File: src/hw/rtl/cdsort_pkg.sv
`timescale 1ns / 1ps
`default_nettype none
// ----------------------------------------------------------------------------
// cdsort_pkg
// Types and constants of the camera distance sorter.
// ----------------------------------------------------------------------------
package cdsort_pkg;

	localparam int MAX_ENTITIES = 64;
	localparam int COORD_BITS   = 24;

	localparam int ID_W   = 16;
	localparam int POS_W  = 24;
	localparam int DIST_W = 50;
	localparam int DIFF_W = COORD_BITS + 1;
	localparam int SQ_W   = 2 * COORD_BITS + 1;
	localparam int CFG_IDX_W = 2;

	localparam logic [CFG_IDX_W-1:0] REG_CAMERA_X = 2'd0;
	localparam logic [CFG_IDX_W-1:0] REG_CAMERA_Y = 2'd1;
	localparam logic [CFG_IDX_W-1:0] REG_CAMERA_Z = 2'd2;

	typedef struct packed {
		logic [ID_W-1:0]         entity_id;
		logic signed [POS_W-1:0] pos_x;
		logic signed [POS_W-1:0] pos_y;
		logic signed [POS_W-1:0] pos_z;
		logic                    last_entity;
	} entity_t;

	typedef struct packed {
		logic [ID_W-1:0]   sorted_id;
		logic [DIST_W-1:0] distance_sq;
		logic              last_result;
		logic              overflowed;
	} result_t;

	typedef struct packed {
		logic [POS_W-1:0] x;
		logic [POS_W-1:0] y;
		logic [POS_W-1:0] z;
	} camera_t;

	// finished key leaving the distance pipeline
	typedef struct packed {
		logic              valid;
		logic              last;
		logic [ID_W-1:0]   id;
		logic [DIST_W-1:0] key;
	} key_item_t;

	// one chain slot
	typedef struct packed {
		logic              valid;
		logic [DIST_W-1:0] key;
		logic [ID_W-1:0]   id;
	} slot_t;

	// broadcast to every cell
	typedef struct packed {
		logic              insert;
		logic              emit;
		logic [DIST_W-1:0] key;
		logic [ID_W-1:0]   id;
	} cell_ctl_t;

	localparam slot_t EMPTY_SLOT = '{valid: 1'b0, key: '0, id: '0};

endpackage
`default_nettype wire

File: src/hw/rtl/cdsort_cell.sv
`timescale 1ns / 1ps
`default_nettype none
// ----------------------------------------------------------------------------
// cdsort_cell
// One slot of the insertion chain. Loads shift toward the tail, emission
// shifts toward the head.
// ----------------------------------------------------------------------------
module cdsort_cell (
	input  wire logic                  clk,
	input  wire logic                  arst_n,
	input  wire cdsort_pkg::cell_ctl_t ctl,
	input  wire cdsort_pkg::slot_t     left_slot,
	input  wire logic                  left_gt,
	input  wire logic                  left_ok,
	input  wire cdsort_pkg::slot_t     right_slot,
	output cdsort_pkg::slot_t          slot,
	output logic                       gt
);
	import cdsort_pkg::*;

	logic              valid_q;
	logic [DIST_W-1:0] key_q;
	logic [ID_W-1:0]   id_q;
	logic              take_left, take_new;

	// strictly greater: equal keys stay ahead, so ties keep load order
	assign gt        = valid_q && (key_q > ctl.key);
	assign take_left = ctl.insert && left_gt;
	assign take_new  = ctl.insert && !left_gt && left_ok && (gt || !valid_q);

	always_ff @(posedge clk or negedge arst_n) begin
		if (!arst_n) begin
			valid_q <= 1'b0;
		end else if (ctl.emit) begin
			valid_q <= right_slot.valid;
		end else if (take_left || take_new) begin
			valid_q <= 1'b1;
		end
	end

	always_ff @(posedge clk) begin
		if (ctl.emit) begin
			key_q <= right_slot.key;
			id_q  <= right_slot.id;
		end else if (take_left) begin
			key_q <= left_slot.key;
			id_q  <= left_slot.id;
		end else if (take_new) begin
			key_q <= ctl.key;
			id_q  <= ctl.id;
		end
	end

	assign slot = '{valid: valid_q, key: key_q, id: id_q};

endmodule
`default_nettype wire

File: config.mk
export PLATFORM = sky130hd
export DESIGN_NAME = cdsort_cell
export DESIGN_NICKNAME = d
export VERILOG_FILES = /design/src/hw/rtl/cdsort_pkg.sv /design/src/hw/rtl/cdsort_cell.sv
export SDC_FILE = /design/constraint.sdc
export NUM_CORES = 1
export LEC_CHECK = 0
export BUFFER_PORTS_ARGS = -buffer_cell sky130_fd_sc_hd__buf_2
export CAP_MARGIN = 20
export CORE_ASPECT_RATIO = 0.9
export CORE_UTILIZATION = 35
export CTS_CLUSTER_DIAMETER = 40
export DETAILED_ROUTE_END_ITERATION = 8
export GPL_TIMING_DRIVEN = 1
export HOLD_SLACK_MARGIN = 0.02
export PLACE_DENSITY = 0.67
export SETUP_SLACK_MARGIN = 0.2
export SYNTH_ARGS = -nofsm -noshare
export SYNTH_HDL_FRONTEND = slang
export SYNTH_SLANG_ARGS = --single-unit
File: constraint.sdc
create_clock -name clk -period 7.7 [get_ports clk]
set_input_delay 1.155 -clock clk [delete_from_list [all_inputs] [get_ports clk]]
set_output_delay 1.155 -clock clk [all_outputs]
set_load 0.01 [all_outputs]
# Word-level counts from Yosys, hierarchy flattened
# Cells that the tools add are included.
[word_totals]
output_inout_bits = 68
wordCells = 23
in_bits = 206
ff_bits = 67
[op_classes]
n_lt_le_gt_ge = 1
mux = 8
reduce_logical = 11
[op_table]
columns = ["operator", "n"]
rows = [
  ["50-bit 2-to-1 mux", 3],
  ["50-bit greater-than comparator", 1],
  ["16-bit 2-to-1 mux", 3],
  ["1-bit logical AND", 5],
  ["3-bit nonzero test", 1],
  ["1-bit logical NOT", 2],
  ["1-bit logical OR", 2],
  ["1-bit 2-to-1 mux", 2],
  ["2-bit nonzero test", 1],
]

# Depth between registers and ports, before layout
[logic_depth]
ltp_word = 7
depth_mapped = 10
mapped_depth_nobuf = 10

# Worst setup path after synthesis
# No wires, ideal clock.
[synth_timing]
path_type = "input port to flip-flop"
from = "input port ctl[57] (netlist bit)"
to = "register id_q[0], enable pin"
setup_ps = 609
t_arrival_ps = 7752
path_slack_ps = -661
path_stages = 9
t_required_ps = 7091
path_buffers = 0
cell_sequence = "inv_1 -> ha_1 -> and4_1 -> nand3_1 -> nor4_2 -> nand2_1 -> o211ai_1 -> o21ai_1 -> a311oi_1"
[synth_between]
elab_chain_len = 5
[synth_rtl]
columns = ["item", "line_no", "text"]
rows = [
  ["start, declared", "cdsort_cell.sv:11", "input wire cdsort_pkg::cell_ctl_t ctl,"],
  ["50-bit greater-than comparator", "cdsort_cell.sv:27", "assign gt = valid_q && (key_q > ctl.key);"],
  ["1-bit logical AND", "cdsort_cell.sv:27", ""],
  ["1-bit logical OR", "cdsort_cell.sv:29", "assign take_new = ctl.insert && !left_gt && left_ok && (gt || !valid_q);"],
  ["1-bit logical AND", "cdsort_cell.sv:29", ""],
  ["3-bit nonzero test (no source line)", "-", ""],
  ["end signal, assigned", "cdsort_cell.sv:44", "id_q <= right_slot.id;"],
  ["end signal, assigned", "cdsort_cell.sv:47", "id_q <= left_slot.id;"],
  ["end signal, assigned", "cdsort_cell.sv:50", "id_q <= ctl.id;"],
  ["end, declared", "cdsort_cell.sv:23", "logic [ID_W-1:0] id_q;"],
]
# No other way between the ends.
# A chain may end at the register's enable or synchronous reset.

# Worst setup path in the final report
[layout_timing]
from = "input port ctl[39] (netlist bit)"
to = "output port gt"
[layout_between]
elab_chain_len = 2
[layout_rtl]
columns = ["item", "line_no", "text"]
rows = [
  ["50-bit greater-than comparator", "cdsort_cell.sv:27", ""],
  ["1-bit logical AND", "cdsort_cell.sv:27", ""],
  ["end, declared", "cdsort_cell.sv:17", "output logic gt"],
]
# No other way between the ends.

==> flow_summary.json <==
{
  "r2r_start": "key_q[41]",
  "r2r_slack_ns": 4.62,
  "synthTopCellsByArea": "edfxtp_1, mux2i_1, ha_1",
  "hold_buffers": 0,
  "grt_pass1_wl_microns": 19500,
  "final_util_pct": 50.2,
  "endpoint_kind": "primary output",
  "insertion_delay_ns": 0.33,
  "chipWidth_microns": 124,
  "grt_pass1_vias": 4181,
  "power_leakage_nw": 3.50,
  "core-area_sq_um": 12800,
  "ctsResizeCount": 0,
  "yosysTopAreaCell": "edfxtp_1",
  "finClkSkew_ns": 0.00591,
  "portBuffers": 272,
  "routed_via_density": 4.81,
  "ys_ff_latch": 67,
  "die-area_sq_um": 13800,
  "startpoint_type": "input port",
  "yosysMostFrequentCell": "nand2_1",
  "p_int_uw": 797,
  "power.share.sequential_pct": 42.3,
  "grt_antenna_before_repair": 0,
  "fill_cells": 1238,
  "rr_worst_depth": 9,
  "stdcell_count": 910,
  "drive_above_1_share_pct": 39.4,
  "min_period_over_period_pct": 57.5,
  "switching_share_pct": 28.8,
  "async_flop_share_pct": 1.49,
  "synth_cell_type_count": 29,
  "pwr-share-clk_pct": 31.9,
  "cts.clk_slew.worst_paths_ns": 0.05,
  "gp_congestion": 0.810,
  "drv_cap": 0,
  "cts_setup_buffers": 0,
  "grt_max_degree": 71,
  "max_slew_margin_pct": 57.9,
  "ys.flop_type": "edfxtp_1",
  "tns_ns": 0,
  "clockRootBuffer": "clkbuf_16",
  "fin_crit_ns": 4.43,
  "syn_inst": 478,
  "drc": 0,
  "power_frac_comb_pct": 25.8,
  "syn_to_final_growth_pct": 38.1,
  "cp.arrival_ns": 3.27,
  "wl_microns": 12900,
  "dp_cells": 895,
  "hpwl_microns": 10300,
  "drt_iter0_markers": 177,
  "critPathKind": "input port to primary output",
  "num_vias": 4379,
  "power_density_nw_per_um2": 174,
  "avgSynthCellArea_sq_um": 9.75,
  "synth_commonest_cells": "nand2_1, o21ai_0, edfxtp_1, mux2i_1, inv_1",
  "num_io_pins": 274,
  "cts_buffers": 9,
  "p_switching_uw": 323,
  "worst_slack_ns": 3.27,
  "die_h_microns": 111,
  "drv_slew": 0,
  "cts_sinks": 67,
  "place_ws_ns": 3.20,
  "synth_edf_count": 66,
  "syn-cell-area_sq_um": 4660,
  "max_freq_mhz": 226,
  "fin_nets": 998,
  "first_pass_iters": 4,
  "cts_buffer_depth": 2,
  "rsz0062_at_grt": "no",
  "final_hold_viol_count": 0,
  "diodes": 0,
  "yosysWarnings": 0,
  "track_usage_pct": 18.5,
  "setup_viol": 0,
  "ant_nets": 0,
  "worstPathRequired_ns": 6.55,
  "htree_levels": 3,
  "placementRows": 39,
  "status": "finished, final reports clean",
  "cts_tree": "built",
  "grt.overflow.total": 0,
  "start_util_pct": 36.3,
  "wl_per_cell_microns": 14.2,
  "min_path_type": "input port to async pin",
  "synth_fp_nets": 734,
  "critPathMaxFanout": 2,
  "vdd_drop_max_uv": 120,
  "max_slew.worst_pin.slew_ns": 0.631,
  "reg2reg_to": "key_q[27]",
  "ys_seq_area_share_pct": 43.0,
  "yosysTopAreaCellShare_pct": 42.5
}
-- per-layer routing --
metal,vias up,track usage (%),share of wire [%]
met3,16,3.94,6.7
met5,-,0,0
met4,0,5.62,1.4
met1,1947,21.7,43
li1,2240,-,-
met2,176,33.3,49
-- area by class of cell --
cell class	count	area, sq um	area share, %
clock buffers	10	229	3.56
clock inverters	5	21.3	0.330
inverters	52	195	3.03
multi-input cells	336	2390	37.1
flip-flops and latches	67	2010	31.2
well taps	164	205	3.19
repair buffers	276	1390	21.7
-- metrics by stage --
| step | hold slack [ns] | area (sq um) | power, mW |
|---|---|---|---|
| after floorplan | 0.632 | 4670 | 0.638 |
| after global placement | 0.730 | 6190 | 0.763 |
| after detailed placement | 0.742 | 6190 | 0.774 |
| after CTS | 0.589 | 6440 | 1.13 |
| after global routing | 0.580 | 6440 | 1.19 |
| final | 0.597 | 6440 | 1.12 |
-- worst max-delay path by stage --
stage / from / end / slack, ns / cells after the start
3_5_place_dp: ctl[39] / gt / 3.20 / 12
4_1_cts: ctl[39] / gt / 3.20 / 12
3_3_place_gp: ctl[39] / gt / 3.24 / 12
5_1_grt: ctl[55] / gt / 3.00 / 12
2_1_floorplan: ctl[57] / id_q[0] / 1.92 / 9
6_report: ctl[39] / gt / 3.27 / 12
-- critical path: stages --
cell,delay (ns)
buf_2,0.09
inv_1,0.04
ha_1,0.32
a21oi_2,0.15
o21ai_1,0.11
a221oi_2,0.27
o211ai_1,0.14
a2111oi_2,0.42
o211ai_1,0.16
o21ai_1,0.21
nor2_1,0.07
buf_2,0.14
-- cell families (layout without fill, tap and decap cells) --
group                      after synthesis  after routing  share of synthesized area (%)
AOI/OAI and AO/OA                      106            106                           12.7
DFF                                     67             67                           43.0
muxes                                   66             66                           14.2
buffers and inverters                   75            343                           6.31
adders and majority gates               50             50                           13.4
and+or+nand+nor                        114            114                           10.3
-- cells in the final DEF, fill, tap and decap left out, types with 2 or more instances in the layout --
| master | netlist | final |
|---|---|---|
| a21oi_1 | 15 | 15 |
| a21o_1 | 4 | 4 |
| buf_4 | 1 | 5 |
| nand3_1 | 4 | 4 |
| edfxtp_1 | 66 | 66 |
| nand2_1 | 80 | 79 |
| nor2b_1 | 2 | 2 |
| o21ai_1 | 2 | 2 |
| mux2i_1 | 66 | 66 |
| o21ai_0 | 72 | 72 |
| inv_1 | 52 | 52 |
| buf_2 | 7 | 271 |
| clkinv_1 | 0 | 3 |
| nor2_1 | 12 | 12 |
| o211ai_1 | 3 | 3 |
| clkinv_2 | 0 | 2 |
| ha_1 | 50 | 50 |
| nand4_1 | 9 | 9 |
| a211oi_1 | 3 | 3 |
| a21oi_2 | 2 | 2 |
| nor3_1 | 4 | 4 |
| clkbuf_16 | 0 | 9 |
-- flip-flops by register name, indices dropped and copies added (netlist names) --
register  count
valid_q       1
key_q        50
id_q         16
-- power by group through the flow --
stage / clock network, mW / registers (mW) / logic [mW]
finish: 0.357 / 0.474 / 0.290
global placement: 0 / 0.478 / 0.284
CTS: 0.365 / 0.474 / 0.295
floorplan: 0 / 0.502 / 0.136
detailed placement: 0 / 0.481 / 0.293
global route: 0.384 / 0.478 / 0.327
No activity file was read; power rests on OpenSTA's default activity.
