<file path="config.mk">
export PLATFORM = sky130hd
export DESIGN_NAME = cdsort_key
export DESIGN_NICKNAME = d
export VERILOG_FILES = /design/src/hw/rtl/cdsort_pkg.sv /design/src/hw/rtl/cdsort_key.sv
export SDC_FILE = /design/constraint.sdc
export NUM_CORES = 2
export LEC_CHECK = 0
export BUFFER_PORTS_ARGS = -buffer_cell sky130_fd_sc_hd__buf_2
export CORE_AREA = 5 5 505 507
export DETAILED_ROUTE_END_ITERATION = 8
export DIE_AREA = 0 0 510 512
export GPL_ROUTABILITY_DRIVEN = 1
export SLEW_MARGIN = 20
export SYNTH_ARGS = -nofsm -noshare
export SYNTH_HDL_FRONTEND = slang
export SYNTH_SLANG_ARGS = --single-unit
export TNS_END_PERCENT = 50
</file>
<file path="constraint.sdc">
create_clock -name clk -period 23.5 [get_ports clk]
set_clock_uncertainty 0.1 [all_clocks]
set_input_delay 4.7 -clock clk [delete_from_list [all_inputs] [get_ports clk]]
set_output_delay 4.7 -clock clk [all_outputs]
set_load 0.01 [all_outputs]
</file>
<file path="src/hw/rtl/cdsort_pkg.sv">
`timescale 1ns / 1ps
`default_nettype none
// ----------------------------------------------------------------------------
// cdsort_pkg
// Types and constants of the camera distance sorter.
// ----------------------------------------------------------------------------
package cdsort_pkg;

	localparam int MAX_ENTITIES = 64;
	localparam int COORD_BITS   = 24;

	localparam int ID_W   = 16;
	localparam int POS_W  = 24;
	localparam int DIST_W = 50;
	localparam int DIFF_W = COORD_BITS + 1;
	localparam int SQ_W   = 2 * COORD_BITS + 1;
	localparam int CFG_IDX_W = 2;

	localparam logic [CFG_IDX_W-1:0] REG_CAMERA_X = 2'd0;
	localparam logic [CFG_IDX_W-1:0] REG_CAMERA_Y = 2'd1;
	localparam logic [CFG_IDX_W-1:0] REG_CAMERA_Z = 2'd2;

	typedef struct packed {
		logic [ID_W-1:0]         entity_id;
		logic signed [POS_W-1:0] pos_x;
		logic signed [POS_W-1:0] pos_y;
		logic signed [POS_W-1:0] pos_z;
		logic                    last_entity;
	} entity_t;

	typedef struct packed {
		logic [ID_W-1:0]   sorted_id;
		logic [DIST_W-1:0] distance_sq;
		logic              last_result;
		logic              overflowed;
	} result_t;

	typedef struct packed {
		logic [POS_W-1:0] x;
		logic [POS_W-1:0] y;
		logic [POS_W-1:0] z;
	} camera_t;

	// finished key leaving the distance pipeline
	typedef struct packed {
		logic              valid;
		logic              last;
		logic [ID_W-1:0]   id;
		logic [DIST_W-1:0] key;
	} key_item_t;

	// one chain slot
	typedef struct packed {
		logic              valid;
		logic [DIST_W-1:0] key;
		logic [ID_W-1:0]   id;
	} slot_t;

	// broadcast to every cell
	typedef struct packed {
		logic              insert;
		logic              emit;
		logic [DIST_W-1:0] key;
		logic [ID_W-1:0]   id;
	} cell_ctl_t;

	localparam slot_t EMPTY_SLOT = '{valid: 1'b0, key: '0, id: '0};

endpackage
`default_nettype wire

</file>
<file path="src/hw/rtl/cdsort_key.sv">
`timescale 1ns / 1ps
`default_nettype none
// ----------------------------------------------------------------------------
// cdsort_key
// Three-stage squared-distance pipeline: differences, squares, sum.
// ----------------------------------------------------------------------------
module cdsort_key (
	input  wire logic                 clk,
	input  wire logic                 arst_n,
	input  wire logic                 accept,
	input  wire cdsort_pkg::entity_t  entity,
	input  wire cdsort_pkg::camera_t  camera,
	output cdsort_pkg::key_item_t     key_item
);
	import cdsort_pkg::*;

	logic                     valid_s1, valid_s2, valid_s3;
	logic                     last_s1, last_s2, last_s3;
	logic [ID_W-1:0]          id_s1, id_s2, id_s3;
	logic signed [DIFF_W-1:0] dx_s1, dy_s1, dz_s1;
	logic [SQ_W-1:0]          sqx_s2, sqy_s2, sqz_s2;
	logic [DIST_W-1:0]        key_s3;

	logic signed [DIFF_W-1:0]   px, py, pz, cx, cy, cz;
	logic signed [2*DIFF_W-1:0] prod_x, prod_y, prod_z;
	logic [SQ_W+1:0]            sum;

	// only the low COORD_BITS bits count, sign-extended
	assign px = {entity.pos_x[COORD_BITS-1], entity.pos_x[COORD_BITS-1:0]};
	assign py = {entity.pos_y[COORD_BITS-1], entity.pos_y[COORD_BITS-1:0]};
	assign pz = {entity.pos_z[COORD_BITS-1], entity.pos_z[COORD_BITS-1:0]};
	assign cx = {camera.x[COORD_BITS-1], camera.x[COORD_BITS-1:0]};
	assign cy = {camera.y[COORD_BITS-1], camera.y[COORD_BITS-1:0]};
	assign cz = {camera.z[COORD_BITS-1], camera.z[COORD_BITS-1:0]};

	assign prod_x = dx_s1 * dx_s1;
	assign prod_y = dy_s1 * dy_s1;
	assign prod_z = dz_s1 * dz_s1;

	assign sum = {2'b00, sqx_s2} + {2'b00, sqy_s2} + {2'b00, sqz_s2};

	always_ff @(posedge clk or negedge arst_n) begin
		if (!arst_n) begin
			valid_s1 <= 1'b0;
			valid_s2 <= 1'b0;
			valid_s3 <= 1'b0;
		end else begin
			valid_s1 <= accept;
			valid_s2 <= valid_s1;
			valid_s3 <= valid_s2;
		end
	end

	always_ff @(posedge clk) begin
		dx_s1   <= px - cx;
		dy_s1   <= py - cy;
		dz_s1   <= pz - cz;
		id_s1   <= entity.entity_id;
		last_s1 <= entity.last_entity;

		sqx_s2  <= prod_x[SQ_W-1:0];
		sqy_s2  <= prod_y[SQ_W-1:0];
		sqz_s2  <= prod_z[SQ_W-1:0];
		id_s2   <= id_s1;
		last_s2 <= last_s1;

		key_s3  <= DIST_W'(sum);
		id_s3   <= id_s2;
		last_s3 <= last_s2;
	end

	assign key_item = '{valid: valid_s3, last: last_s3, id: id_s3, key: key_s3};

endmodule
`default_nettype wire

</file>
Word-level counts from Yosys, hierarchy flattened
Cells that the tools add are included.
W data, S select, Z words.
{"block": "op_classes", "mul": 3, "addsub": 5}
{"op": "$mul A25 B25 Y49", "n": 3}
{"op": "$sub A24 B24 Y25", "n": 3}
{"op": "$add A49 B49 Y50", "n": 1}
{"op": "$add A50 B49 Y50", "n": 1}
{"block": "word_totals", "input_bits": 164, "regBits": 326, "out_inout_bits": 68, "word_cells": 24}

Longest topological paths before layout
{"block": "logic_depth", "depth_word": 2, "depth_mapped": 29, "mapped_depth_nobuf": 27}

Least setup slack after synthesis
Ideal clock, no wire load.
{"block": "synth_path", "kind": "register to register", "startpoint": "register dz_s1[24]", "endpoint": "register sqz_s2[46]", "period_less_slack_ns": 7.443, "path_stages_with_launch": 24, "t_arrival_ns": 7.271, "setup_slack_ns": 16.057, "required_time_ns": 23.328, "path_cell_list": "dfxtp_1 clkbuf_1 clkbuf_1 nand2_1 inv_1 fa_1 fa_1 inv_1 fa_1 inv_1 fa_1 fa_1 fa_1 fa_1 ha_1 clkbuf_1 and4_1 a221oi_1 o21ai_0 a2111oi_0 o311ai_1 a31o_2 a21oi_1 xnor2_1"}
{"block": "synth_between", "elab_chain_len": 1}
{"element": "from (decl)", "line": "cdsort_key.sv:20", "rtl": "logic signed [DIFF_W-1:0] dx_s1, dy_s1, dz_s1;"}
{"element": "from (signal assigned)", "line": "cdsort_key.sv:57", "rtl": "dz_s1 <= pz - cz;"}
{"element": "$mul A25 B25 Y49", "line": "cdsort_key.sv:38", "rtl": "assign prod_z = dz_s1 * dz_s1;"}
{"element": "named net prod_z[46]", "line": "cdsort_key.sv:25", "rtl": "logic signed [2*DIFF_W-1:0] prod_x, prod_y, prod_z;"}
{"element": "to (signal assigned)", "line": "cdsort_key.sv:63", "rtl": "sqz_s2 <= prod_z[SQ_W-1:0];"}
{"element": "to (decl)", "line": "cdsort_key.sv:21", "rtl": "logic [SQ_W-1:0] sqx_s2, sqy_s2, sqz_s2;"}
The timed path passes the listed nets, and every way through them passes these cells.

Worst setup path in the final report
{"block": "layout_path", "startpoint": "register dz_s1[3]", "endpoint": "register sqz_s2[48]"}
Same word-level chain as after synthesis.

==> run metrics <==
status finished clean; die width between 500 and 600 um; GRT Overall Usage 0.151; setup tns final 0 ps; class of the most critical setup path flop to flop; Cell Count, Final, Fillers Out about 11,000; Primary FF master, synth dfxtp_1; Max Transition Viols Final 0; IO Count roughly 230; ANT nets after route 0; crit end category flop; Setup-failing EPs final 0; RR Endpoint sqz_s2[48]; initial antenna violation count 7; Starting Density 0.298; HP Class flop to flop; share of layout cells above drive strength 1 0.0558; met1 GRT Util 0.199; via density per instance approximately 4.5; Num CTS Buffers 46; CTS tree done; required time worst endpoint between 20,000 and 25,000 ps; mapped cell area 74,500 sq um; met2 Use GR 0.253; Max Fclk between 100 and 150 MHz; Worst Path Arrival between 8000 and 9000 ps; DR iter-0 viols around 2,900; Least-Margin Pin Slew slightly above 1000 ps; post-synthesis cell type count between 80 and 90; CTS resizes 0; Seq cells post-synth approximately 320; Root Buffer clkbuf_16; Layout Area Growth over Synthesis 8.99%; Util after Layout 0.325; TritonRoute pass-1 iters 7; Yosys top cell area share 0.495; Hold Path Depth 0; Syn Area/Cell approximately 9.7 sq um; Reg clk slew, reported paths ~60 ps; FFs w/ async S/R, synth 0.00929; number of synthesized flops with an enable pin 0; gpl congestion 0.932; clock sinks approximately 320; dpl cells 11,200; Die ar. approximately 260,000 sq um; fin crit share 0.361; H-tree lvl count 2; DRC Markers 0; RSZ-0062 raised after global routing false; vias in the first global route between 50,000 and 60,000; Hold WS 224 ps; worst r2r src dz_s1[3]; Row Count ~180; total grt overflow 0; Hold Path End id_s2[12]; Worst slew margin 0.312; top post-synthesis cells by area fa_1 (50%), inv_1 (11%), ha_1 (9.7%), dfxtp_1 (8.6%), nand2_1 (3.2%); hold path start id_s1[12]; wire per inst 17.0 um; met3 usage 0.0214; CTS Buffer Depth 3; reg2reg setup slack ~15,000 ps; post-CTS setup buffer count 0; CP Launch Type flop; PortBufs 231; clock latency on the worst-skew pair approximately 660 ps; largest net degree at the start of global routing 49; Reg2Reg Depth 21; final WL ~190,000 um; Syn Inst Count just under 8,000; global-route wire length before repair about 310,000 um; Yosys Warn Count 0; GRT busiest layer met2; Core ar. 250,000 sq um; post-synthesis sequential area ratio 0.0870; hold_buf cts 0; largest area contributor in the synthesized netlist fa_1; DP HPWL ~160,000 um; max_cap viols 0; via count between 50,000 and 60,000; Final #Nets 10,500; Tmin final 8480 ps; height of the die 512 um; CP Max Fanout 24; Final Hold Viols 0
## worst max path at each step
stage	slack (ps)	endpoint	startpoint
4_1_cts	15020	sqz_s2[48]	dz_s1[3]
3_3_place_gp	15250	sqz_s2[48]	dz_s1[3]
5_1_grt	14480	sqz_s2[48]	dz_s1[3]
3_5_place_dp	15000	sqz_s2[48]	dz_s1[3]
6_report	15020	sqz_s2[48]	dz_s1[3]
2_1_floorplan	16060	sqz_s2[46]	dz_s1[24]
## cell families after synthesis
| family | Yosys count | share of synthesized area |
|---|---|---|
| and+or+nand+nor | 1552 | 0.100 |
| buffers and inverters | 2416 | 0.122 |
| adders and majority gates | 2419 | 0.592 |
| other | 1 | 0.0000503 |
| DFF | 323 | 0.0870 |
| AOI/OAI and AO/OA | 706 | 0.0638 |
| xor gates and xnor gates | 294 | 0.0346 |
| muxes | 6 | 0.000806 |
## worst max-delay path, cell delays in order, from the launching register on
cell       delay, ps
dfxtp_1         1000
and2_1           300
fa_1             580
fa_1             660
inv_1            220
fa_1             870
inv_1            230
fa_1             520
fa_1             580
fa_1             430
fa_1             440
ha_1             380
a21o_1           210
a21o_1           170
a21oi_1          190
o21ai_0          200
a2111oi_0        420
o311ai_1         310
nand2_1          190
o2111ai_1        130
a21oi_1          200
xnor2_1          130
## through the flow
| stage | worst slack (ps) | area (sq um) |
|---|---|---|
| 6_report | 15020 | 81200 |
| 5_1_grt | 14480 | 81200 |
| 4_1_cts | 15020 | 81200 |
| 3_5_place_dp | 15000 | 79700 |
| 3_3_place_gp | 15250 | 79700 |
| 2_1_floorplan | 16060 | 74500 |
## registers in the layout, indices dropped and copies added, names as in the netlist
name / cells
key_s3: 50
valid_s1: 1
sqy_s2: 48
id_s1: 16
sqx_s2: 48
dy_s1: 25
id_s3: 16
dx_s1: 25
valid_s3: 1
last_s2: 1
dz_s1: 25
valid_s2: 1
last_s1: 1
last_s3: 1
id_s2: 16
sqz_s2: 48
## cell usage after synthesis (13+ instances only)
library cell     n
a211oi_1        20
a21o_1         115
a21oi_1        219
a31oi_1         19
and2_1         358
and3_1          29
clkbuf_1       196
dfxtp_1        320
fa_1          1844
ha_1           575
inv_1         2213
nand2_1        641
nand2b_1        37
nand3_1         63
nand4_1         27
nor2_1         219
nor2b_1         74
nor3_1          55
o211ai_1        13
o21a_1          28
o21ai_0        108
o21bai_1        40
xnor2_1        225
xor2_1          69
## layout make-up
class                           instances  area [sq um]
Inverter                             2215          8310
Timing Repair Buffer                  304          1700
Clock buffer                           64          1330
Tap cell                             3348          4190
Sequential cell                       323          6480
Multi-Input combinational cell       4980         59000
Clock inverter                         19           221
Fill cell                           25800        169000
Antenna cell                            4          10.0
## per-layer routing
metal | vias to the layer above | routed length, um
met5 | - | 0
met4 | 0 | 7630
met3 | 286 | 9940
met2 | 1239 | 92200
met1 | 25900 | 81900
li1 | 23000 | -
## cell usage in the layout (no fill, tap or decap), drive strengths merged, types with 64 or more instances in the layout
| cell | netlist | final |
|---|---|---|
| nand2 | 641 | 641 |
| buf | 5 | 304 |
| and2 | 358 | 358 |
| xor2 | 69 | 69 |
| xnor2 | 225 | 225 |
| clkbuf | 196 | 64 |
| nor2b | 74 | 74 |
| a21o | 115 | 115 |
| fa | 1844 | 1844 |
| inv | 2213 | 2221 |
| o21ai | 128 | 128 |
| dfxtp | 320 | 320 |
| ha | 575 | 575 |
| nor2 | 220 | 220 |
| a21oi | 221 | 221 |
Power is not shown: default switching activity piles up to over one toggle a cycle in this logic, so the estimate is an artifact.
